File: src/hw/rtl/lcwc_pkg.sv
// Shared types and constants for the load cell weight conditioner.
// Used by every module under hw/rtl; depends on nothing else.
`default_nettype none

package lcwc_pkg;

  localparam int SAMPLE_W  = 24;
  localparam int WEIGHT_W  = 21;
  localparam int NET_W     = 25;
  localparam int GAIN_W    = 36;
  localparam int GAIN_LO_W = 18;
  localparam int GAIN_HI_W = GAIN_W - GAIN_LO_W;
  localparam int DB_W      = 8;
  localparam int FRAC_W    = 32;
  localparam int PROD_W    = NET_W + GAIN_W;
  localparam int CFG_IDX_W = 2;

  localparam int DEF_READ_SAMPLES = 5;
  localparam int DEF_TARE_SAMPLES = 20;
  localparam int DEF_QUEUE_DEPTH  = 4;

  localparam logic signed [GAIN_W-1:0] GAIN_RESET = -36'sd39038060;
  localparam logic [DB_W-1:0]          DB_RESET   = 8'd1;

  localparam logic signed [WEIGHT_W-1:0] WEIGHT_MAX = 21'sd1048575;
  localparam logic signed [WEIGHT_W-1:0] WEIGHT_MIN = -21'sd1048576;

  typedef enum logic {
    CMD_WEIGH = 1'b0,
    CMD_TARE  = 1'b1
  } cmd_e;

  typedef enum logic {
    KIND_READ = 1'b0,
    KIND_TARE = 1'b1
  } kind_e;

  typedef enum logic [CFG_IDX_W-1:0] {
    CFG_GAIN     = 2'd0,
    CFG_DEADBAND = 2'd1,
    CFG_STREAM   = 2'd2
  } cfg_idx_e;

  typedef struct packed {
    logic signed [GAIN_W-1:0] gain;
    logic [DB_W-1:0]          deadband;
  } scale_cfg_t;

  typedef struct packed {
    logic signed [WEIGHT_W-1:0] weight_tenths;
    logic signed [SAMPLE_W-1:0] average_count;
    logic signed [NET_W-1:0]    net_count;
    logic                       tare_done;
  } result_t;

endpackage

`default_nettype wire

File: src/hw/rtl/lcwc_front.sv
// Front end: accepts samples and tare commands, sums averaging windows.
// Pushes one finished window sum per reading or tare; uses lcwc_pkg.
`default_nettype none

module lcwc_front
  import lcwc_pkg::*;
#(
  parameter int READ_SAMPLES = DEF_READ_SAMPLES,
  parameter int TARE_SAMPLES = DEF_TARE_SAMPLES,
  parameter int SUM_W        = SAMPLE_W + 5
) (
  input  wire logic                       clk_i,
  input  wire logic                       rst_ni,
  input  wire logic                       stream_en_i,
  input  wire logic                       in_valid_i,
  output logic                            in_ready_o,
  input  wire logic                       in_cmd_i,
  input  wire logic signed [SAMPLE_W-1:0] in_sample_i,
  output logic                            push_o,
  output logic [SUM_W:0]                  push_data_o,
  input  wire logic                       queue_full_i
);

  localparam int WinMax = (READ_SAMPLES > TARE_SAMPLES) ? READ_SAMPLES : TARE_SAMPLES;
  localparam int CntW   = (WinMax > 1) ? $clog2(WinMax) : 1;
  localparam logic [CntW-1:0] ReadLast = CntW'(READ_SAMPLES - 1);
  localparam logic [CntW-1:0] TareLast = CntW'(TARE_SAMPLES - 1);

  logic signed [SUM_W-1:0] sum_q, sum_d, sum_add;
  logic [CntW-1:0]         cnt_q, cnt_d;
  logic                    taring_q, taring_d;
  logic                    accept;
  kind_e                   push_kind;

  assign in_ready_o = !queue_full_i;
  assign accept     = in_valid_i && in_ready_o;
  assign sum_add    = sum_q + {{(SUM_W-SAMPLE_W){in_sample_i[SAMPLE_W-1]}}, in_sample_i};

  always_comb begin
    sum_d     = sum_q;
    cnt_d     = cnt_q;
    taring_d  = taring_q;
    push_o    = 1'b0;
    push_kind = KIND_READ;
    if (accept) begin
      if (cmd_e'(in_cmd_i) == CMD_TARE) begin
        // restart the tare window, drop any partial sum
        taring_d = 1'b1;
        sum_d    = '0;
        cnt_d    = '0;
      end else if (taring_q) begin
        push_kind = KIND_TARE;
        if (cnt_q == TareLast) begin
          push_o   = 1'b1;
          taring_d = 1'b0;
          sum_d    = '0;
          cnt_d    = '0;
        end else begin
          sum_d = sum_add;
          cnt_d = cnt_q + 1'b1;
        end
      end else if (stream_en_i) begin
        if (cnt_q == ReadLast) begin
          push_o = 1'b1;
          sum_d  = '0;
          cnt_d  = '0;
        end else begin
          sum_d = sum_add;
          cnt_d = cnt_q + 1'b1;
        end
      end
    end
  end

  assign push_data_o = {push_kind, sum_add};

  always_ff @(posedge clk_i or negedge rst_ni) begin
    if (!rst_ni) begin
      sum_q    <= '0;
      cnt_q    <= '0;
      taring_q <= 1'b0;
    end else begin
      sum_q    <= sum_d;
      cnt_q    <= cnt_d;
      taring_q <= taring_d;
    end
  end

endmodule

`default_nettype wire

File: config.mk
export PLATFORM = sky130hd
export DESIGN_NAME = lcwc_front
export DESIGN_NICKNAME = d
export VERILOG_FILES = /design/src/hw/rtl/lcwc_pkg.sv /design/src/hw/rtl/lcwc_front.sv
export SDC_FILE = /design/constraint.sdc
export NUM_CORES = 1
export LEC_CHECK = 0
export BUFFER_PORTS_ARGS = -buffer_cell sky130_fd_sc_hd__buf_2
export CAP_MARGIN = 10
export CORE_AREA = 2 2 76 78
export DETAILED_ROUTE_END_ITERATION = 8
export DIE_AREA = 0 0 78 80
export PLACE_DENSITY = 0.79
export SYNTH_ARGS = -nofsm -noshare
export SYNTH_HDL_FRONTEND = slang
export SYNTH_SLANG_ARGS = --single-unit
File: constraint.sdc
create_clock -name clk_i -period 3.2 [get_ports clk_i]
set_clock_uncertainty 0.1 [all_clocks]
set_input_delay 0.16 -clock clk_i [delete_from_list [all_inputs] [get_ports clk_i]]
set_output_delay 0.16 -clock clk_i [all_outputs]
set_load 0.01 [all_outputs]
==> summary.md, run 1 <==
| Metric | Value |
|---|---|
| Status | complete, no violations |
| Synth Cell Area | about 0.003 sq mm |
| Boundary Pins | 62 |
| Final Non-Filler Cells | 467 |
| Post-synth EDFFs | 0 |
| Post-route DRC | 0 |
| Pwr/cell area | slightly below 1000 mW/mm^2 |
| Number of synthesized register bits | 35 |
| Core region area | between 0.005 and 0.006 sq mm |
| Synth warn | 0 |
| Setup TNS | 0 ps |
| Routed len/inst | around 16 microns |
| Top_reg_cell synth | dfrtp_1 |
| Final worst-path setup slack | 94.31 ps |
| Leak | 0.001736 uW |
| CP Capture Type | primary output |
| Clock latency on the worst-skew pair | ~300 ps |
| CP startpoint kind | flip-flop |
| Via count | 2781 |
| Die width | 78 microns |
| Total track usage | between 20% and 30% |
| DRT Pass-1 Iters | 4 |
| Final period util | 97.05% |
| Via density | 5.955 |
| Initial Utilization | 55.19% |
| Worst VDD drop | 0.5602 mV |
| Die area | 0.006240 sq mm |
| Syn Inst Count | 331 |
| Worst-path fanout max | 4 |
| P_int | 1876 uW |
| GPL Wtd Cong | 0.9075 |
| Max Slew Vio Count | 0 |
| Crit Path Class | flip-flop to primary output |
| Unique masters post-synth | 56 |
| Sequential share of power | 20.0% |
| WHS Path Cells | 2 |
| CTS Sinks | 35 |
| Clock power share | 14.3% |
| Fmax | 322.0 MHz |
| PortBufs | 61 |
| Worst Tran Pin Value | 802.6 ps |
| Hold Path Class | primary input to flip-flop |
| Final Hold Viols | 0 |
| Dpl hpwl | between 5 and 6 mm |
| H-tree Lvls | 2 |
| Post-layout min period | 3106 ps |
| First-pass GRT wire length | 12.01 mm |
| Antenna Cells | 0 |
| Worst R2R Path Depth | 9 |
| Switch share | 45.88% |
| Fill cells | 485 |
| P&R area growth vs syn | 20.34% |
| Design Area, Final | 0.003590 sq mm |
| Root buffer cell | clkbuf_8 |
| Cell Rows | 27 |
| Post-DP Area | 0.003339 sq mm |
| Fin nets | between 400 and 500 |
| Async SR Flop Fraction | 100.0% |
| Clk slew on worst S/H paths | 80 ps |
| Mean post-synth cell area | 9.012 sq um |
| Syn nets | 392 |
| Psw | 1590 uW |
| Die H | 80 microns |
| Arr. time, crit path | between 2000 and 3000 ps |
| Layout cells sized above 1 | about a quarter |
| Total CTS buffers | 5 |
| Pin count of the biggest net entering global routing | 36 |
| Seq/Total Area, Yosys | 29.36% |
| Detail Route Antenna Nets | 0 |
| CTS tree | done |
| Crit path required time | ~2900 ps |
| DR iter-0 viols | between 200 and 250 |
| Headroom to the max-slew limit | between 40% and 50% |
| Setup-failing EPs final | 0 |
| DRT Wirelength | 7.453 mm |
| Gate power share | about two thirds |
| DP Worst Slack | about 330 ps |
| GR Overflow Total | 0 |
| Initial antenna violation count | 0 |
| Vias in the first global route | 2635 |
| Max Cap Viol | 0 |
| CTS max path bufs | 2 |
| Placed Cells | 453 |
-- cell usage after synthesis, drive strengths merged (2+ instances only) --
cell type	count	area share, %
buf	4	0.71
nor3	6	1.0
dfrtp	35	29
o31ai	2	0.84
a31oi	3	0.63
or3	2	0.42
a22o	27	7.9
o211ai	6	1.5
xor2	11	3.2
a21oi	29	5.2
nand2b	7	1.5
nor2	24	3.0
and2	2	0.42
inv	10	1.3
and3	3	0.63
xnor2	19	5.8
o21ai	20	3.7
nand4	5	1.0
a211oi	3	0.92
o21a	5	1.3
o21bai	3	0.75
nand4b	2	0.59
nand2	29	3.7
a21o	8	2.0
clkbuf	9	1.2
ha	30	13
nand3	8	1.5
-- cells in the final DEF (no fill, tap or decap), types with 7 or more instances in the layout --
cell,synthesis,routed
xor2_1,11,11
a21oi_1,26,26
buf_2,2,61
a21o_1,8,8
buf_4,1,7
nand2_1,28,28
nand3_1,7,7
a22o_1,27,27
o21ai_0,16,16
dfrtp_1,35,35
inv_1,10,10
xnor2_1,18,18
ha_1,30,29
nor2_1,24,23
-- layer usage --
layer	share of wire (%)	vias up	global-route usage, %	wire length (microns)
met2	48	72	39.14	3571
met4	0.98	0	6.842	73
met5	0	-	0	0
li1	-	1362	-	-
met1	46	1340	32.79	3463
met3	4.6	7	4.072	345
-- power groups by stage --
stage | Clock [uW] | Combinational (uW) | Sequential (uW)
after floorplan | 0 | 1570 | 668
after global placement | 0 | 2110 | 688
after detailed placement | 0 | 2160 | 697
after CTS | 502 | 2190 | 691
after global routing | 519 | 2490 | 709
final | 494 | 2280 | 693
-- final timing paths --
path	start	to	slack (ps)
worst max-delay path	sum_q[0]	push_data_o[26]	90
worst min-delay path	in_cmd_i	taring_q	30
worst max register to register	sum_q[2]	sum_q[21]	510
worst min register to register	sum_q[28]	sum_q[28]	400
max in group asynchronous	rst_ni	sum_q[18]	2100
min in group asynchronous	rst_ni	sum_q[2]	380
-- metrics by stage --
| step | util, % | hold WS, ps | power [uW] |
|---|---|---|---|
| after CTS | 64.65 | 24.20 | 3381 |
| after global placement | 61.78 | 192.5 | 2800 |
| final | 66.41 | 33.14 | 3466 |
| after global routing | 66.41 | 46.48 | 3717 |
| after floorplan | - | -235.6 | 2243 |
| after detailed placement | 61.78 | 197.2 | 2856 |
-- state kept, by name, summed over array words and instances (netlist names) --
signal and cells:
sum_q 29, cnt_q 5, taring_q 1
-- logic make-up (layout without fill, tap and decap cells) --
group                      Yosys count  in the layout  synth area share (%)
adders and majority gates           31             31                 13.26
muxes                                1              1                0.3356
AOI/OAI and AO/OA                  117            117                 29.40
DFF                                 35             35                 29.36
buffers and inverters               23             87                 3.146
and+or+nand+nor                     94             94                 15.44
xor gates and xnor gates            30             30                 9.060
-- layout make-up --
cell class                 instances  area [sq um]  area share (%)
clock buffer                       5         68.82           1.917
clock inverter                     3         67.56           1.882
inverter                          10         37.54           1.046
multi-input combinational        273          2082           58.00
sequential                        35         875.8           24.40
tap                               72         90.09           2.510
timing repair buffer              69         367.9           10.25
-- critical path, cell delays in order (launching register included) --
cell and delay [ps]:
dfrtp_1 380, ha_2 200, inv_1 60, fa_2 360
nand2b_4 170, a21oi_4 200, o21ai_4 100, o31ai_4 290
a21oi_4 120, o21ai_4 240, a31oi_4 120, xnor2_1 170
buf_2 140
-- what timing repair did --
action,4_1_cts,5_1_grt
pin swaps,0,7
gates resized for setup,1,9
buffers inserted,0,5
setup endpoints to repair,1,4
endpoints found under the hold margin,35,0
hold buffers,1,0
(Power assumes the default switching activity.)
==> run 2: changes to the inputs <==
--- a/config.mk
+++ b/config.mk
@@ -10,7 +10,8 @@
 export CORE_AREA = 2 2 76 78
 export DETAILED_ROUTE_END_ITERATION = 8
 export DIE_AREA = 0 0 78 80
-export PLACE_DENSITY = 0.79
+export PLACE_DENSITY = 0.8
+export SLEW_MARGIN = 5
 export SYNTH_ARGS = -nofsm -noshare
 export SYNTH_HDL_FRONTEND = slang
 export SYNTH_SLANG_ARGS = --single-unit
==> run 2 against run 1 <==
Worst setup slack gained 27 ps. Sequential power is essentially flat. Core utilization shrank 0.58 points. Critical path depth is the same. Clock-buffer cell count is the same. Die area is the same. Combinational power is essentially flat. Flip-flop and latch count is the same. Global-route usage grew 0.16 points. Hold slack gained 17 ps. Highest routed layer unchanged.
==> summary.md, run 2 (synthesis gave the netlist of run 1 again) <==
| Metric | Value |
|---|---|
| Core region area | 0.005405 sq mm (unchanged) |
| CTS max path bufs | 2 (unchanged) |
| Leak | 0.001720 uW (was 0.001736 uW) |
| Die area | 0.006240 sq mm (unchanged) |
| Final Non-Filler Cells | 464 (was 467) |
| Crit Path Class | flip-flop to primary output (unchanged) |
| Total track usage | 24.15% (was 23.98%) |
| RSZ-0062 raised after global routing | false |
| Via count | 2791 (was 2781) |
| Boundary Pins | 62 (unchanged) |
| Placed Cells | 453 (unchanged) |
| Worst Tran Pin Value | 836.6 ps (was 802.6 ps) |
| DP Worst Slack | 384.6 ps (was 325.2 ps) |
| Commonest non-fill, non-tap cell in the layout | buf_2 (unchanged) |
| Setup-failing EPs final | 0 (unchanged) |
| Pin count of the biggest net entering global routing | 36 (unchanged) |
| Root buffer cell | clkbuf_8 (unchanged) |
| Crit path cell chain | ha_2, inv_1, fa_2, nand2b_4, a21oi_4, o21ai_4, o31ai_4, a21oi_4, o21ai_2, a31oi_2, xnor2_1, buf_2 (was ha_2, inv_1, fa_2, nand2b_4, a21oi_4, o21ai_4, o31ai_4, a21oi_4, o21ai_4, a31oi_4, xnor2_1, buf_2) |
| Via density | 6.015 (was 5.955) |
| H-tree Lvls | 2 (unchanged) |
| Final worst-path setup slack | 120.9 ps (was 94.31 ps) |
| CTS tree | done (unchanged) |
| Antenna Cells | 0 (unchanged) |
| Crit path required time | 2940 ps (about the same) |
| Most frequent cells in the layout | buf_2 (61), dfrtp_1 (35), ha_1 (29) (unchanged) |
| CP dominant cell by count | a21oi_4 |
| CP max stage delay | 360 ps (was 380 ps) |
| Clk slew on worst S/H paths | 90 ps (was 80 ps) |
| Slowest CP cell | dfrtp_1 (unchanged) |
| DRT Wirelength | 7.490 mm (was 7.453 mm) |
| Max Slew Vio Count | 0 (unchanged) |
| Hold WS | 49.99 ps (was 33.14 ps) |
| DRT Pass-1 Iters | 4 (unchanged) |
| DR iter-0 viols | 177 (was 205) |
| Setup TNS | 0 ps (unchanged) |
| First-pass GRT wire length | 12.24 mm (was 12.01 mm) |
| Routed len/inst | 16.14 microns (was 15.96 microns) |
| PortBufs | 61 (unchanged) |
| Cell Rows | 27 (unchanged) |
| Initial Utilization | 55.19% (unchanged) |
| Headroom to the max-slew limit | 44.22% (was 46.49%) |
| CTS Sinks | 35 (unchanged) |
| Clock latency on the worst-skew pair | 290 ps (was 300 ps) |
| Detail Route Antenna Nets | 0 (unchanged) |
| Worst-path fanout max | 4 (unchanged) |
| Final period util | 96.22% (was 97.05%) |
| Regs by FF count | sum_q (29), cnt_q (5), taring_q (1) (unchanged) |
| Pwr/cell area | 967.8 mW/mm^2 (was 965.5 mW/mm^2) |
| CP startpoint kind | flip-flop (unchanged) |
| Die H | 80 microns (unchanged) |
| Worst VDD drop | 0.5196 mV (was 0.5602 mV) |
| Post-route DRC | 0 (unchanged) |
| Design Area, Final | 0.003558 sq mm (was 0.003590 sq mm) |
| GPL Wtd Cong | 0.9150 (was 0.9075) |
| Hold Path Class | primary input to flip-flop (unchanged) |
| CP Capture Type | primary output (unchanged) |
| Status | complete, no violations (unchanged) |
| Arr. time, crit path | 2820 ps (was 2850 ps) |
| Reg2reg setup slack | 490 ps (was 510 ps) |
| Max Cap Viol | 0 (unchanged) |
| Post-DP Area | 0.003339 sq mm (unchanged) |
| Largest register FFs | 29 (unchanged) |
| Initial antenna violation count | 0 (unchanged) |
| Dpl hpwl | 5.361 mm (was 5.409 mm) |
| Fmax | 324.8 MHz (was 322.0 MHz) |
| Layout cells sized above 1 | 24.49% (was 24.81%) |
| Fin nets | 452 (was 455) |
| Most flop-heavy register | sum_q (unchanged) |
| P&R area growth vs syn | 19.30% (was 20.34%) |
| Die width | 78 microns (unchanged) |
| Post-layout min period | 3079 ps (was 3106 ps) |
| Fill cells | 474 (was 485) |
| Total CTS buffers | 5 (unchanged) |
| Vias in the first global route | 2735 (was 2635) |
| GR Overflow Total | 0 (unchanged) |
| Final Hold Viols | 0 (unchanged) |
## run 2: per-stage QoR
| stage | util, % | power (uW) |
|---|---|---|
| floorplan | - | 2243 |
| global placement | 61.78 | 2792 |
| detailed placement | 61.78 | 2840 |
| CTS | 64.49 | 3352 |
| global route | 65.83 | 3686 |
| finish | 65.83 | 3444 |
## run 2: routing by layer
layer	GRT usage, %	wire [microns]	share of wire, %	up-vias
met4	7.719	143	1.9	0
met3	4.299	382	5.1	15
li1	-	-	-	1347
met2	41.29	3655	49	101
met1	31.00	3308	44	1328
met5	0	0	0	-
## run 2: path summary, 6_finish.rpt
| path | from | cells past startpoint | to |
|---|---|---|---|
| worst min register to register | sum_q[16] | 1 | sum_q[16] |
| worst max-delay path | sum_q[0] | 12 | push_data_o[26] |
| min in group asynchronous | rst_ni | 2 | sum_q[0] |
| worst min-delay path | in_cmd_i | 2 | taring_q |
| worst max register to register | sum_q[0] | 12 | sum_q[24] |
| max in group asynchronous | rst_ni | 2 | sum_q[20] |
## run 2: critical path: cells and delay by family (launching register included)
family	cells	cell delay [ps]
AO/OA/AOI/OAI	6	1070
XOR/XNOR	1	180
buffers and inverters	2	210
flip-flops	1	360
adder cells (fa/ha/maj)	2	540
AND/OR/NAND/NOR	1	170
## run 2: timing repair
action	in CTS	in global routing
resized for setup	0	9
endpoints found under the hold margin	35	0
buffers inserted	0	2
setup endpoints to repair	0	5
hold buffers	1	0
## run 2: where the power goes
group	leakage, uW	switching, uW	internal, uW
Sequential	0.000457	103	592
Combinational	0.00120	1290	965
Clock	0.0000644	183	311
Total	0.00172	1580	1870
## run 2: final cells by class
cell class                      count  area, sq um  area share [%]
Clock inverter                      3        67.56           1.899
Inverter                           10        37.54           1.055
Tap cell                           72        90.09           2.532
Sequential cell                    35        875.8           24.61
Multi-Input combinational cell    273         2073           58.26
Clock buffer                        5        68.82           1.934
Timing Repair Buffer               66        345.3           9.705
