$ cat src/hw/rtl/lcwc_pkg.sv
// Shared types and constants for the load cell weight conditioner.
// Used by every module under hw/rtl; depends on nothing else.
`default_nettype none

package lcwc_pkg;

  localparam int SAMPLE_W  = 24;
  localparam int WEIGHT_W  = 21;
  localparam int NET_W     = 25;
  localparam int GAIN_W    = 36;
  localparam int GAIN_LO_W = 18;
  localparam int GAIN_HI_W = GAIN_W - GAIN_LO_W;
  localparam int DB_W      = 8;
  localparam int FRAC_W    = 32;
  localparam int PROD_W    = NET_W + GAIN_W;
  localparam int CFG_IDX_W = 2;

  localparam int DEF_READ_SAMPLES = 5;
  localparam int DEF_TARE_SAMPLES = 20;
  localparam int DEF_QUEUE_DEPTH  = 4;

  localparam logic signed [GAIN_W-1:0] GAIN_RESET = -36'sd39038060;
  localparam logic [DB_W-1:0]          DB_RESET   = 8'd1;

  localparam logic signed [WEIGHT_W-1:0] WEIGHT_MAX = 21'sd1048575;
  localparam logic signed [WEIGHT_W-1:0] WEIGHT_MIN = -21'sd1048576;

  typedef enum logic {
    CMD_WEIGH = 1'b0,
    CMD_TARE  = 1'b1
  } cmd_e;

  typedef enum logic {
    KIND_READ = 1'b0,
    KIND_TARE = 1'b1
  } kind_e;

  typedef enum logic [CFG_IDX_W-1:0] {
    CFG_GAIN     = 2'd0,
    CFG_DEADBAND = 2'd1,
    CFG_STREAM   = 2'd2
  } cfg_idx_e;

  typedef struct packed {
    logic signed [GAIN_W-1:0] gain;
    logic [DB_W-1:0]          deadband;
  } scale_cfg_t;

  typedef struct packed {
    logic signed [WEIGHT_W-1:0] weight_tenths;
    logic signed [SAMPLE_W-1:0] average_count;
    logic signed [NET_W-1:0]    net_count;
    logic                       tare_done;
  } result_t;

endpackage

`default_nettype wire

$ cat src/hw/rtl/lcwc_queue.sv
// Short FIFO between the front end and the scaling pipeline.
// Flip-flop storage, one read and one write per cycle; uses lcwc_pkg.
`default_nettype none

module lcwc_queue
  import lcwc_pkg::*;
#(
  parameter int WIDTH = 30,
  parameter int DEPTH = DEF_QUEUE_DEPTH
) (
  input  wire logic             clk_i,
  input  wire logic             rst_ni,
  input  wire logic             push_i,
  input  wire logic [WIDTH-1:0] push_data_i,
  output logic                  full_o,
  output logic                  pop_valid_o,
  input  wire logic             pop_ready_i,
  output logic [WIDTH-1:0]      pop_data_o
);

  localparam int PtrW = (DEPTH > 1) ? $clog2(DEPTH) : 1;
  localparam int CntW = $clog2(DEPTH + 1);
  localparam logic [PtrW-1:0] PtrLast = PtrW'(DEPTH - 1);
  localparam logic [CntW-1:0] CntFull = CntW'(DEPTH);

  logic [WIDTH-1:0] mem_q [DEPTH];
  logic [PtrW-1:0]  wr_ptr_q, wr_ptr_d, rd_ptr_q, rd_ptr_d;
  logic [CntW-1:0]  cnt_q, cnt_d;
  logic             pop;

  assign full_o      = (cnt_q == CntFull);
  assign pop_valid_o = (cnt_q != '0);
  assign pop         = pop_valid_o && pop_ready_i;
  assign pop_data_o  = mem_q[rd_ptr_q];

  always_comb begin
    wr_ptr_d = wr_ptr_q;
    rd_ptr_d = rd_ptr_q;
    cnt_d    = cnt_q;
    if (push_i) begin
      wr_ptr_d = (wr_ptr_q == PtrLast) ? '0 : wr_ptr_q + 1'b1;
    end
    if (pop) begin
      rd_ptr_d = (rd_ptr_q == PtrLast) ? '0 : rd_ptr_q + 1'b1;
    end
    if (push_i && !pop) begin
      cnt_d = cnt_q + 1'b1;
    end else if (pop && !push_i) begin
      cnt_d = cnt_q - 1'b1;
    end
  end

  always_ff @(posedge clk_i or negedge rst_ni) begin
    if (!rst_ni) begin
      wr_ptr_q <= '0;
      rd_ptr_q <= '0;
      cnt_q    <= '0;
    end else begin
      wr_ptr_q <= wr_ptr_d;
      rd_ptr_q <= rd_ptr_d;
      cnt_q    <= cnt_d;
    end
  end

  always_ff @(posedge clk_i) begin
    if (push_i) begin
      mem_q[wr_ptr_q] <= push_data_i;
    end
  end

endmodule

`default_nettype wire

$ cat config.mk
export PLATFORM = sky130hd
export DESIGN_NAME = lcwc_queue
export DESIGN_NICKNAME = d
export VERILOG_FILES = /design/src/hw/rtl/lcwc_pkg.sv /design/src/hw/rtl/lcwc_queue.sv
export SDC_FILE = /design/constraint.sdc
export NUM_CORES = 1
export LEC_CHECK = 0
export ABC_AREA = 0
export BUFFER_PORTS_ARGS = -buffer_cell sky130_fd_sc_hd__buf_2
export CORE_MARGIN = 2
export CORE_UTILIZATION = 40
export CTS_BUF_LIST = sky130_fd_sc_hd__clkbuf_8 sky130_fd_sc_hd__clkbuf_16
export CTS_CLUSTER_DIAMETER = 40
export DETAILED_ROUTE_END_ITERATION = 10
export GPL_ROUTABILITY_DRIVEN = 0
export GPL_TIMING_DRIVEN = 0
export MAX_ROUTING_LAYER = met4
export SKIP_LAST_GASP = 1
export SLEW_MARGIN = 20
export SYNTH_ARGS = -nofsm -noshare
export SYNTH_HDL_FRONTEND = slang
export SYNTH_SLANG_ARGS = --single-unit
$ cat constraint.sdc
create_clock -name clk_i -period 1.9 [get_ports clk_i]
set_input_delay 0.38 -clock clk_i [delete_from_list [all_inputs] [get_ports clk_i]]
set_output_delay 0.38 -clock clk_i [all_outputs]
set_load 0.02 [all_outputs]
==> results of run 1 <==
-- flip-flops by register name, indices dropped and copies added, names as in the netlist --
register  flops
wr_ptr_q      2
mem_q       120
cnt_q         3
rd_ptr_q      2
-- per-layer routing --
layer | global-route usage [%] | vias to the layer above | wire length, um
met2 | 22.87 | 61 | 4190
met3 | 5.260 | 15 | 418
met1 | 16.13 | 1153 | 3439
met5 | - | - | 0
met4 | 6.585 | 0 | 139
li1 | - | 1012 | -
-- what timing repair did --
action / CTS / global route
setup endpoints to repair: 32 / 31
endpoints found under the hold margin: 7 / 0
gates resized for setup: 7 / 4
buffers inserted: 6 / 1
pin swaps: 4 / 5
hold buffers: 1 / 0
-- final timing paths --
kind / cells after the start / start / slack, ns / to
setup reg to reg: 8 / cnt_q[0]$_DFFE_PN0P_ / 0.03 / cnt_q[2]$_DFFE_PN0P_
hold / removal: 1 / push_data_i[23] / 0.19 / mem_q[1][23]$_DFFE_PP_
min in group asynchronous: 2 / rst_ni / 0.33 / wr_ptr_q[1]$_DFFE_PN0P_
setup / recovery: 4 / rd_ptr_q[0]$_DFFE_PN0P_ / -0.24 / pop_data_o[1]
hold reg to reg: 1 / cnt_q[2]$_DFFE_PN0P_ / 0.49 / cnt_q[2]$_DFFE_PN0P_
max in group asynchronous: 2 / rst_ni / 1.40 / cnt_q[0]$_DFFE_PN0P_
-- area by class of cell --
class	instances	area (um2)	share of cell area, %
flip-flops and latches	127	3780	61.39
multi-input cells	57	934.6	15.18
repair buffers	77	508.0	8.250
clock buffers	17	425.4	6.909
clock inverters	15	222.7	3.617
well taps	147	183.9	2.987
plain buffers	7	88.84	1.443
inverters	3	11.26	0.1829
diodes	1	2.502	0.04064
-- metrics by stage --
| stage | TNS [ns] | power, uW | hold slack, ns | utilization (%) | cells |
|---|---|---|---|---|---|
| floorplan | 0 | 5914 | 0.08441 | - | 194 |
| global placement | -54.67 | 6754 | 0.2282 | 44.87 | 406 |
| detailed placement | -0.04749 | 6913 | 0.2298 | 45.78 | 410 |
| CTS | -7.590 | 10610 | 0.1644 | 51.80 | 449 |
| global route | -9.033 | 10960 | 0.1672 | 51.91 | 451 |
| finish | -6.354 | 10480 | 0.1854 | 51.91 | 451 |
-- power groups by stage --
stage | logic (uW) | clock network, uW | registers (uW)
after floorplan | 2130 | 0 | 3780
after global placement | 2930 | 0 | 3820
after detailed placement | 3080 | 0 | 3830
after CTS | 3250 | 3610 | 3750
after global routing | 3440 | 3730 | 3790
final | 3190 | 3540 | 3750
-- kinds of logic after synthesis --
kind of cell	synth area share, %
AND/OR/NAND/NOR	1.538
flip-flops	78.75
adder cells (fa/ha/maj)	1.982
buffers and inverters	2.034
multiplexers	14.94
AO/OA/AOI/OAI	0.2086
XOR/XNOR	0.5477
-- layout by cell type (no fill, tap or decap), drive strengths merged, types with 4 or more instances in the layout --
cell type,netlist,final
buf,7,83
ha,6,6
clkbuf,0,17
dfrtp,7,7
mux4,30,30
bufinv,0,6
and2,4,4
edfxtp,120,120
clkinv,0,8
==> results.md, run 1 <==
- Final Cycle Share: 112.7%
- Synth Area per Inst: 24.73 um2
- Placed cell area: 5430 um2
- Vias: 2241
- Row count: 40
- Final setup fails: 30
- Register share of total power: 35.8%
- Clock network power share: around 34%
- Pre-Repair DR Iteration Count: 4
- Die W: 113.5 um
- Nets@finish: 331
- Slew Viols, Final: 0
- Buf/Inv on CP: 3
- CTS tree: yes
- Remaining DRCs: 0
- Clk_skew: 0.005589 ns
- CTS root buf: clkbuf_16
- Area growth, synth to finish: 28.32%
- Avg WL per Cell: around 18 um
- Synth async-reset ratio: 5.512%
- Worst path cell trace: buf_6 > buf_12 > mux4_2 > buf_2
- Total gr overflow: 0
- Fin worst setup slack: -0.2408 ns
- Fin. Hold Viols: 0
- Distinct cells, synth: 20
- Post-DP HPWL: about 5100 um
- Number of flops mapped to enable cells by yosys: 120
- Post-DRT Antenna Nets: 0
- Crit-path leading delay family: multiplexers
- Vias/cell: between 4 and 5
- CP Launch Type: register
- Crit path max-delay cell type: mux4_2
- Pwr Density: 1702 nW/um2
- Clock Pin Slew Worst Setup and Hold Paths: 0.06 ns
- Max IR drop VDD: 0.0007503 V
- Fillers: roughly 950
- Worst-path fanout max: 10
- Design area: 6157 um2
- Comb power frac: 30.4%
- Worst skew pair latency: 0.41 ns
- Setup crit end kind: primary output
- IO Port Bufs: between 60 and 70
- Die height: 113.5 um
- Worst slew pin tran: 0.5168 ns
- Syn nets: about 240
- Fmax: between 400 and 500 MHz
- Core area: between 10000 and 15000 um2
- Htree depth: 4
- RSZ-0062 raised after global routing: yes
- Max cap viols: 0
- Share of the synthesized area in the top cell type: roughly three quarters
- Gr usage total: approximately 14%
- TritonCTS Sinks: 127
- Synth top area cells: edfxtp_1 (75%), mux4_2 (13%), dfrtp_1 (3.7%)
- Initial Util: 40.45%
- Arr. time, crit path: 1.76 ns
- Top-count cell post-synth: edfxtp_1
- CTS Buf Count: 17
- Post-synth top cells: edfxtp_1 (120), mux4_2 (28), dfrtp_1 (7)
- Top cell type by total area after synthesis: edfxtp_1
- Ports: 66
- Switch Pwr: between 2000 and 3000 uW
- Pin count of the biggest net entering global routing: 22
- Tmin final: 2.141 ns
- Initial antenna violation count: 1
- HP Class: primary input to register
- Failing checks: negative setup slack
- Number of global-route vias before repair: 2424
- Post-synthesis sequential area ratio: 78.75%
- Status: finished with violations
- Netlist area before placement: 4798 um2
- Leading register cell type out of synthesis: edfxtp_1
- Max stage delay on crit path: 0.52 ns
- Switching part of the total: 27.93%
- Drt initial violations: ~140
- Flops & latches, synth: 127
- Share of cells above drive strength 1: between 50% and 60%
- Worst EP required: between 1.5 and 2 ns
- Clock Tree Buf Depth: 2
- Syn Inst Count: 194
- Total wire length: 8188 um
- Setup CP Type: register to primary output
- Leakage Power: 0.002204 uW
- Pre-CTS setup slack: -0.04749 ns
- Global-route wire length before repair: between 10000 and 15000 um
- Internal Pwr Total: 7551 uW
- Yosys warns: 0
- Die area: ~13000 um2
- Rel. slew slack: about two thirds
(Power assumes the default switching activity.)
==> inputs of run 2 (changes only) <==
--- a/config.mk
+++ b/config.mk
@@ -8,13 +8,13 @@
 export ABC_AREA = 0
 export BUFFER_PORTS_ARGS = -buffer_cell sky130_fd_sc_hd__buf_2
 export CORE_MARGIN = 2
-export CORE_UTILIZATION = 40
+export CORE_UTILIZATION = 51
 export CTS_BUF_LIST = sky130_fd_sc_hd__clkbuf_8 sky130_fd_sc_hd__clkbuf_16
 export CTS_CLUSTER_DIAMETER = 40
 export DETAILED_ROUTE_END_ITERATION = 10
 export GPL_ROUTABILITY_DRIVEN = 0
-export GPL_TIMING_DRIVEN = 0
 export MAX_ROUTING_LAYER = met4
+export PLACE_DENSITY = 0.75
 export SKIP_LAST_GASP = 1
 export SLEW_MARGIN = 20
 export SYNTH_ARGS = -nofsm -noshare
==> run 2 against run 1 <==
Effect of this change: critical path type unchanged; via count up 2.7%; combinational power up 20%; largest cell class unchanged; largest power group is now combinational logic; clock skew up 0.0018 ns; the run still ends with negative setup slack left.
==> results.md, run 2 (same netlist as run 1, synthesis figures left out) <==
- Leakage Power: 0.002249 uW (+2.1%)
- Clk_skew: 0.007392 ns (+0.001804 ns)
- Largest register FFs: 120 (unchanged)
- Remaining DRCs: 0 (unchanged)
- CTS tree: yes
- Worst reg2reg path depth: 8 (unchanged)
- Die W: 101.0 um (-11%)
- CTS Buf Count: 17 (unchanged)
- Area growth, synth to finish: 30.04%
- CP Launch Point: rd_ptr_q[0]$_DFFE_PN0P_
- Initial antenna violation count: 1 (unchanged)
- CTS root buf: clkbuf_8
- Setup CP Type: register to primary output
- Vias: 2302 (+2.7%)
- Final Cycle Share: 117.2% (+4.5 points)
- Rel. slew slack: 79.52% (+14 points)
- Vias/cell: 5.481 (+10%)
- Biggest regs: mem_q x120, cnt_q x3
- Fillers: 566 (-40%)
- RR Startpoint: cnt_q[2]$_DFFE_PN0P_
- Avg WL per Cell: 19.95 um (+9.9%)
- IO Port Bufs: 65 (unchanged)
- Setup crit end kind: primary output
- TritonCTS Sinks: 127 (unchanged)
- Drt initial violations: 135 (-0.74%)
- Clock Pin Slew Worst Setup and Hold Paths: 0.06 ns (about the same)
- RSZ-0062 raised after global routing: yes
- Placed cell area: 5389 um2 (-0.76%)
- Tmin final: 2.226 ns (+0.08538 ns)
- CP Launch Type: register
- Most common cell after layout, fill and taps aside: edfxtp_1
- Worst slew pin tran: 0.3072 ns (-0.2095 ns)
- Die height: 101.0 um (-11%)
- Share of cells above drive strength 1: 52.92% (+2.1 points)
- Area of the multi-input gates: 939.7 um2 (+0.54%)
- Total wire length: 8380 um (+2.3%)
- CP Capture Point: pop_data_o[10]
- Die area: 10200 um2 (-21%)
- Storage element area: 3781 um2 (about the same)
- Worst skew pair latency: 0.51 ns (+0.10 ns)
- Gr usage total: 18.13% (+3.8 points)
- Pwr Density: 1707 nW/um2 (+0.29%)
- Post-DRT Antenna Nets: 0 (unchanged)
- Commonest cells after routing, fill and taps aside: edfxtp_1 (120), buf_2 (37), mux4_2 (30)
- Slew Viols, Final: 0 (unchanged)
- Top reg by flops: mem_q
- Pre-Repair DR Iteration Count: 5 (+1)
- Worst EP required: 1.52 ns (about the same)
- Arr. time, crit path: 1.85 ns (+0.09 ns)
- Number of global-route vias before repair: 2415 (-0.37%)
- Reg2reg setup slack: 0.01 ns (-0.02 ns)
- Htree depth: 4 (unchanged)
- Post-DP HPWL: 5018 um (-2.3%)
- Max cap viols: 0 (unchanged)
- Pin count of the biggest net entering global routing: 24 (+9.1%)
- RR Endpoint: cnt_q[2]$_DFFE_PN0P_
- Ports: 66 (unchanged)
- Clock Tree Buf Depth: 2 (unchanged)
- Row count: 35 (-13%)
- Worst-path fanout max: 8 (-2)
- Final setup fails: 30 (unchanged)
- Global-route wire length before repair: 12590 um (unchanged)
- Design area: 6240 um2 (+1.3%)
- Fin. Hold Viols: 0 (unchanged)
- Failing checks: negative setup slack
- Fmax: 449.2 MHz (-3.8%)
- HP Class: primary input to register
- Total gr overflow: 0 (unchanged)
- Initial Util: 52.18% (+12 points)
- Status: finished with violations
- Max IR drop VDD: 0.0008440 V (+12%)
- Fin util: 67.85% (+16 points)
- Nets@finish: 336 (+1.5%)
- Core area: 9196 um2 (-22%)
- Fin worst setup slack: -0.3262 ns (-0.08538 ns)
==> run 2: cell count changes in the layout (fill, tap and decap cells not counted), moves of 4 or more <==
cell	previous run	this run
buf_4	10	15
bufinv_16	6	2
buf_2	63	37
inv_6	0	6
buf_6	3	28
==> run 2: layout make-up <==
| cell class | count | share of cell area, % |
|---|---|---|
| flip-flops and latches | 127 | 60.60 |
| multi-input cells | 57 | 15.06 |
| repair buffers | 89 | 12.71 |
| clock buffers | 17 | 6.637 |
| clock inverters | 15 | 2.547 |
| well taps | 111 | 2.226 |
| inverters | 3 | 0.1805 |
| diodes | 1 | 0.04010 |
==> run 2: routing by layer <==
layer,GRT usage [%],up-vias,share of wire (%)
li1,-,1015,-
met1,20.91,1200,42
met2,29.18,81,52
met3,6.172,6,4.9
met4,7.796,0,0.75
met5,-,-,0
==> run 2: timing repair <==
action,4_1_cts,5_1_grt
setup buffers,2,2
setup endpoints to repair,31,32
pin swaps,2,0
gates resized for setup,21,38
endpoints found under the hold margin,7,0
gates cloned,0,2
hold buffers,1,0
==> run 2: power by group <==
part / switching, uW / total [uW] / internal [uW]
Sequential: 139 / 3750 / 3610
Combinational: 1810 / 3820 / 2010
Clock: 1200 / 3080 / 1880
Total: 3140 / 10600 / 7510
==> run 2: stage by stage <==
step	std cells	worst slack [ns]	hold slack, ns	power, uW	setup TNS (ns)
global route	420	-0.3967	0.05446	11130	-11.18
global placement	380	0.06154	0.2311	6813	0
finish	420	-0.3262	0.07959	10650	-8.928
floorplan	194	0.006383	0.08441	5914	0
detailed placement	380	0.006629	0.2295	6892	0
CTS	415	-0.3930	0.05298	10220	-10.77
==> run 2: worst min path at each step <==
stage	startpoint	to	slack (ns)	depth (start not counted)
finish	push_data_i[4]	mem_q[0][4]$_DFFE_PP_	0.08	1
global placement	rst_ni	cnt_q[1]$_DFFE_PN0P_	0.23	1
CTS	push_data_i[4]	mem_q[0][4]$_DFFE_PP_	0.05	1
floorplan	rst_ni	cnt_q[0]$_DFFE_PN0P_	0.08	0
global route	push_data_i[1]	mem_q[3][1]$_DFFE_PP_	0.05	1
detailed placement	rst_ni	cnt_q[1]$_DFFE_PN0P_	0.23	1
==> run 2: critical path, stage by stage, from the launching register on <==
cell	delay [ns]
dfrtp_2	0.37
buf_12	0.14
buf_12	0.13
mux4_2	0.53
buf_6	0.16
==> inputs of run 3 (changes only) <==
==> constraint.sdc (replaced) <==
create_clock -name clk_i -period 1.9 [get_ports clk_i]
set_input_delay 0.38 -clock clk_i [delete_from_list [all_inputs] [get_ports clk_i]]
set_output_delay 0.38 -clock clk_i [all_outputs]
set_load 0.005 [all_outputs]
==> run 3 against run 2 <==
Effect of this change: the flow still finishes with violations (negative setup slack); design area is 2.9% lower; total power is 11% lower; sequential share of layout area is 1.8 points higher; cell count is 0.24% lower; sequential cell count stayed put; via count is 1.2% lower; first-iteration DRC count is 6.7% lower; critical path type unchanged; largest power group is now registers; highest routed layer unchanged.
==> results.md, run 3 (same netlist as run 1, synthesis figures left out) <==
- Top reg by flops: mem_q
- Design area: 6056 um2 (-2.9%)
- Post-DRT Antenna Nets: 0 (unchanged)
- Area growth, synth to finish: 26.21%
- Initial Util: 52.18% (unchanged)
- Largest register FFs: 120 (unchanged)
- Die height: 101.0 um (unchanged)
- Most common cell after layout, fill and taps aside: edfxtp_1
- Commonest cells after routing, fill and taps aside: edfxtp_1 (120), buf_2 (63), mux4_2 (30)
- Vias/cell: 5.430 (-0.94%)
- CTS tree: yes
- Setup crit end kind: primary output
- Worst path cell trace: buf_6 > buf_8 > mux4_2 > buf_2
- Clk_skew: 0.007550 ns (+0.0001579 ns)
- Rel. slew slack: 80.39% (+0.87 points)
- Area of the multi-input gates: 934.6 um2 (-0.53%)
- Total gr overflow: 0 (unchanged)
- Pin count of the biggest net entering global routing: 25 (+4.2%)
- Vias: 2275 (-1.2%)
- Share of cells above drive strength 1: 52.92% (unchanged)
- Die W: 101.0 um (unchanged)
- Number of global-route vias before repair: 2343 (-3.0%)
- Fin worst setup slack: -0.3260 ns (+0.0001610 ns)
- Max cap viols: 0 (unchanged)
- Global-route wire length before repair: 12810 um (+1.8%)
- HP Class: primary input to register
- Worst-path fanout max: 4 (-4)
- Fillers: 620 (+9.5%)
- Max IR drop VDD: 0.0007822 V (-7.3%)
- Placed cell area: 5399 um2 (+0.19%)
- Drt initial violations: 126 (-6.7%)
- CP Launch Point: rd_ptr_q[0]$_DFFE_PN0P_
- Crit path max-delay cell type: mux4_2
- Pre-Repair DR Iteration Count: 4 (-1)
- Worst slew pin tran: 0.2941 ns (-0.01311 ns)
- Hold Startpoint: push_data_i[22]
- Max stage delay on crit path: 0.53 ns (about the same)
- Avg WL per Cell: 19.37 um (-2.9%)
- Core area: 9196 um2 (unchanged)
- Htree depth: 4 (unchanged)
- Remaining DRCs: 0 (unchanged)
- CTS Buf Count: 17 (unchanged)
- Failing checks: negative setup slack
- Clock Tree Buf Depth: 2 (unchanged)
- Status: finished with violations
- Initial antenna violation count: 0 (-1)
- CTS root buf: clkbuf_8
- Total wire length: 8116 um (-3.2%)
- Ant. Diodes: 0 (-1)
- RSZ-0062 raised after global routing: yes
- Slew Viols, Final: 0 (unchanged)
- Die area: 10200 um2 (unchanged)
- Worst EP required: 1.52 ns (about the same)
- Tmin final: 2.226 ns (-0.0001610 ns)
- Post-route setup TNS: -8.615 ns (+0.3128 ns)
- Post-DP HPWL: 5023 um (+0.10%)
- Nets@finish: 336 (unchanged)
- Final Cycle Share: 117.2% (about the same)
- Leakage Power: 0.002175 uW (-3.3%)
- Arr. time, crit path: 1.85 ns (about the same)
- Biggest regs: mem_q x120, cnt_q x3
- Storage element area: 3781 um2 (unchanged)
- Pwr Density: 1574 nW/um2 (-7.8%)
- Setup CP Type: register to primary output
- IO Port Bufs: 65 (unchanged)
- Gr usage total: 18.42% (+0.29 points)
- Ports: 66 (unchanged)
- Fin. Hold Viols: 0 (unchanged)
- Fmax: 449.2 MHz (about the same)
- Worst skew pair latency: 0.51 ns (about the same)
- TritonCTS Sinks: 127 (unchanged)
- Row count: 35 (unchanged)
- Final setup fails: 30 (unchanged)
- Clock Pin Slew Worst Setup and Hold Paths: 0.06 ns (about the same)
- CP Launch Type: register
- RR Startpoint: cnt_q[2]$_DFFE_PN0P_
## run 3: cell type report
cell class	instances	area share [%]
clock buffer	17	6.839
clock inverter	15	2.397
inverter	3	0.1860
multi-input combinational	57	15.43
sequential	127	62.44
tap	111	2.293
timing repair buffer	89	10.41
## run 3: critical path: cells and delay by family, from the launching register on
kind	cells	cell delay [ns]
buf+inv	3	0.41
flops	1	0.40
mux	1	0.53
## run 3: path summary, 6_finish.rpt
check	endpoint	slack [ns]	cells after the start
max	pop_data_o[7]	-0.33	4
min	mem_q[1][22]$_DFFE_PP_	0.07	1
max reg2reg	cnt_q[2]$_DFFE_PN0P_	0.02	8
min reg2reg	cnt_q[2]$_DFFE_PN0P_	0.56	2
max in group asynchronous	rd_ptr_q[0]$_DFFE_PN0P_	1.50	2
min in group asynchronous	cnt_q[2]$_DFFE_PN0P_	0.22	2
## run 3: repair_timing
item / 4_1_cts / 5_1_grt
endpoints found under the hold margin: 7 / 0
setup buffers: 5 / 1
gates resized for setup: 9 / 6
cloned: 1 / 0
hold buffers: 1 / 0
pin swaps: 2 / 0
endpoints found under the setup margin: 31 / 31
## run 3: layer usage
metal / part of all wire (%) / vias to the layer above / routed length [um] / track usage, %
met5: 0 / - / 0 / -
met4: 1.4 / 0 / 110 / 6.237
met3: 5.5 / 9 / 445 / 7.490
met2: 49 / 68 / 3949 / 26.56
met1: 44 / 1177 / 3610 / 24.11
li1: - / 1021 / - / -
## run 3: stage by stage
stage | utilization, % | std cells | setup slack, ns | power, uW | hold WS (ns)
final | 65.85 | 419 | -0.3260 | 9530 | 0.07417
after global routing | 65.85 | 419 | -0.3855 | 10010 | 0.04951
after CTS | 65.76 | 419 | -0.3487 | 9630 | 0.04891
after detailed placement | 58.71 | 380 | -0.03103 | 6403 | 0.2230
after global placement | 58.71 | 380 | 0.03589 | 6326 | 0.2226
after floorplan | - | 194 | 0.009910 | 5393 | 0.08441
## run 3: power breakdown
part / internal [uW] / switching (uW)
combinational: 1570 / 1220
sequential: 3610 / 143
clock: 1850 / 1140
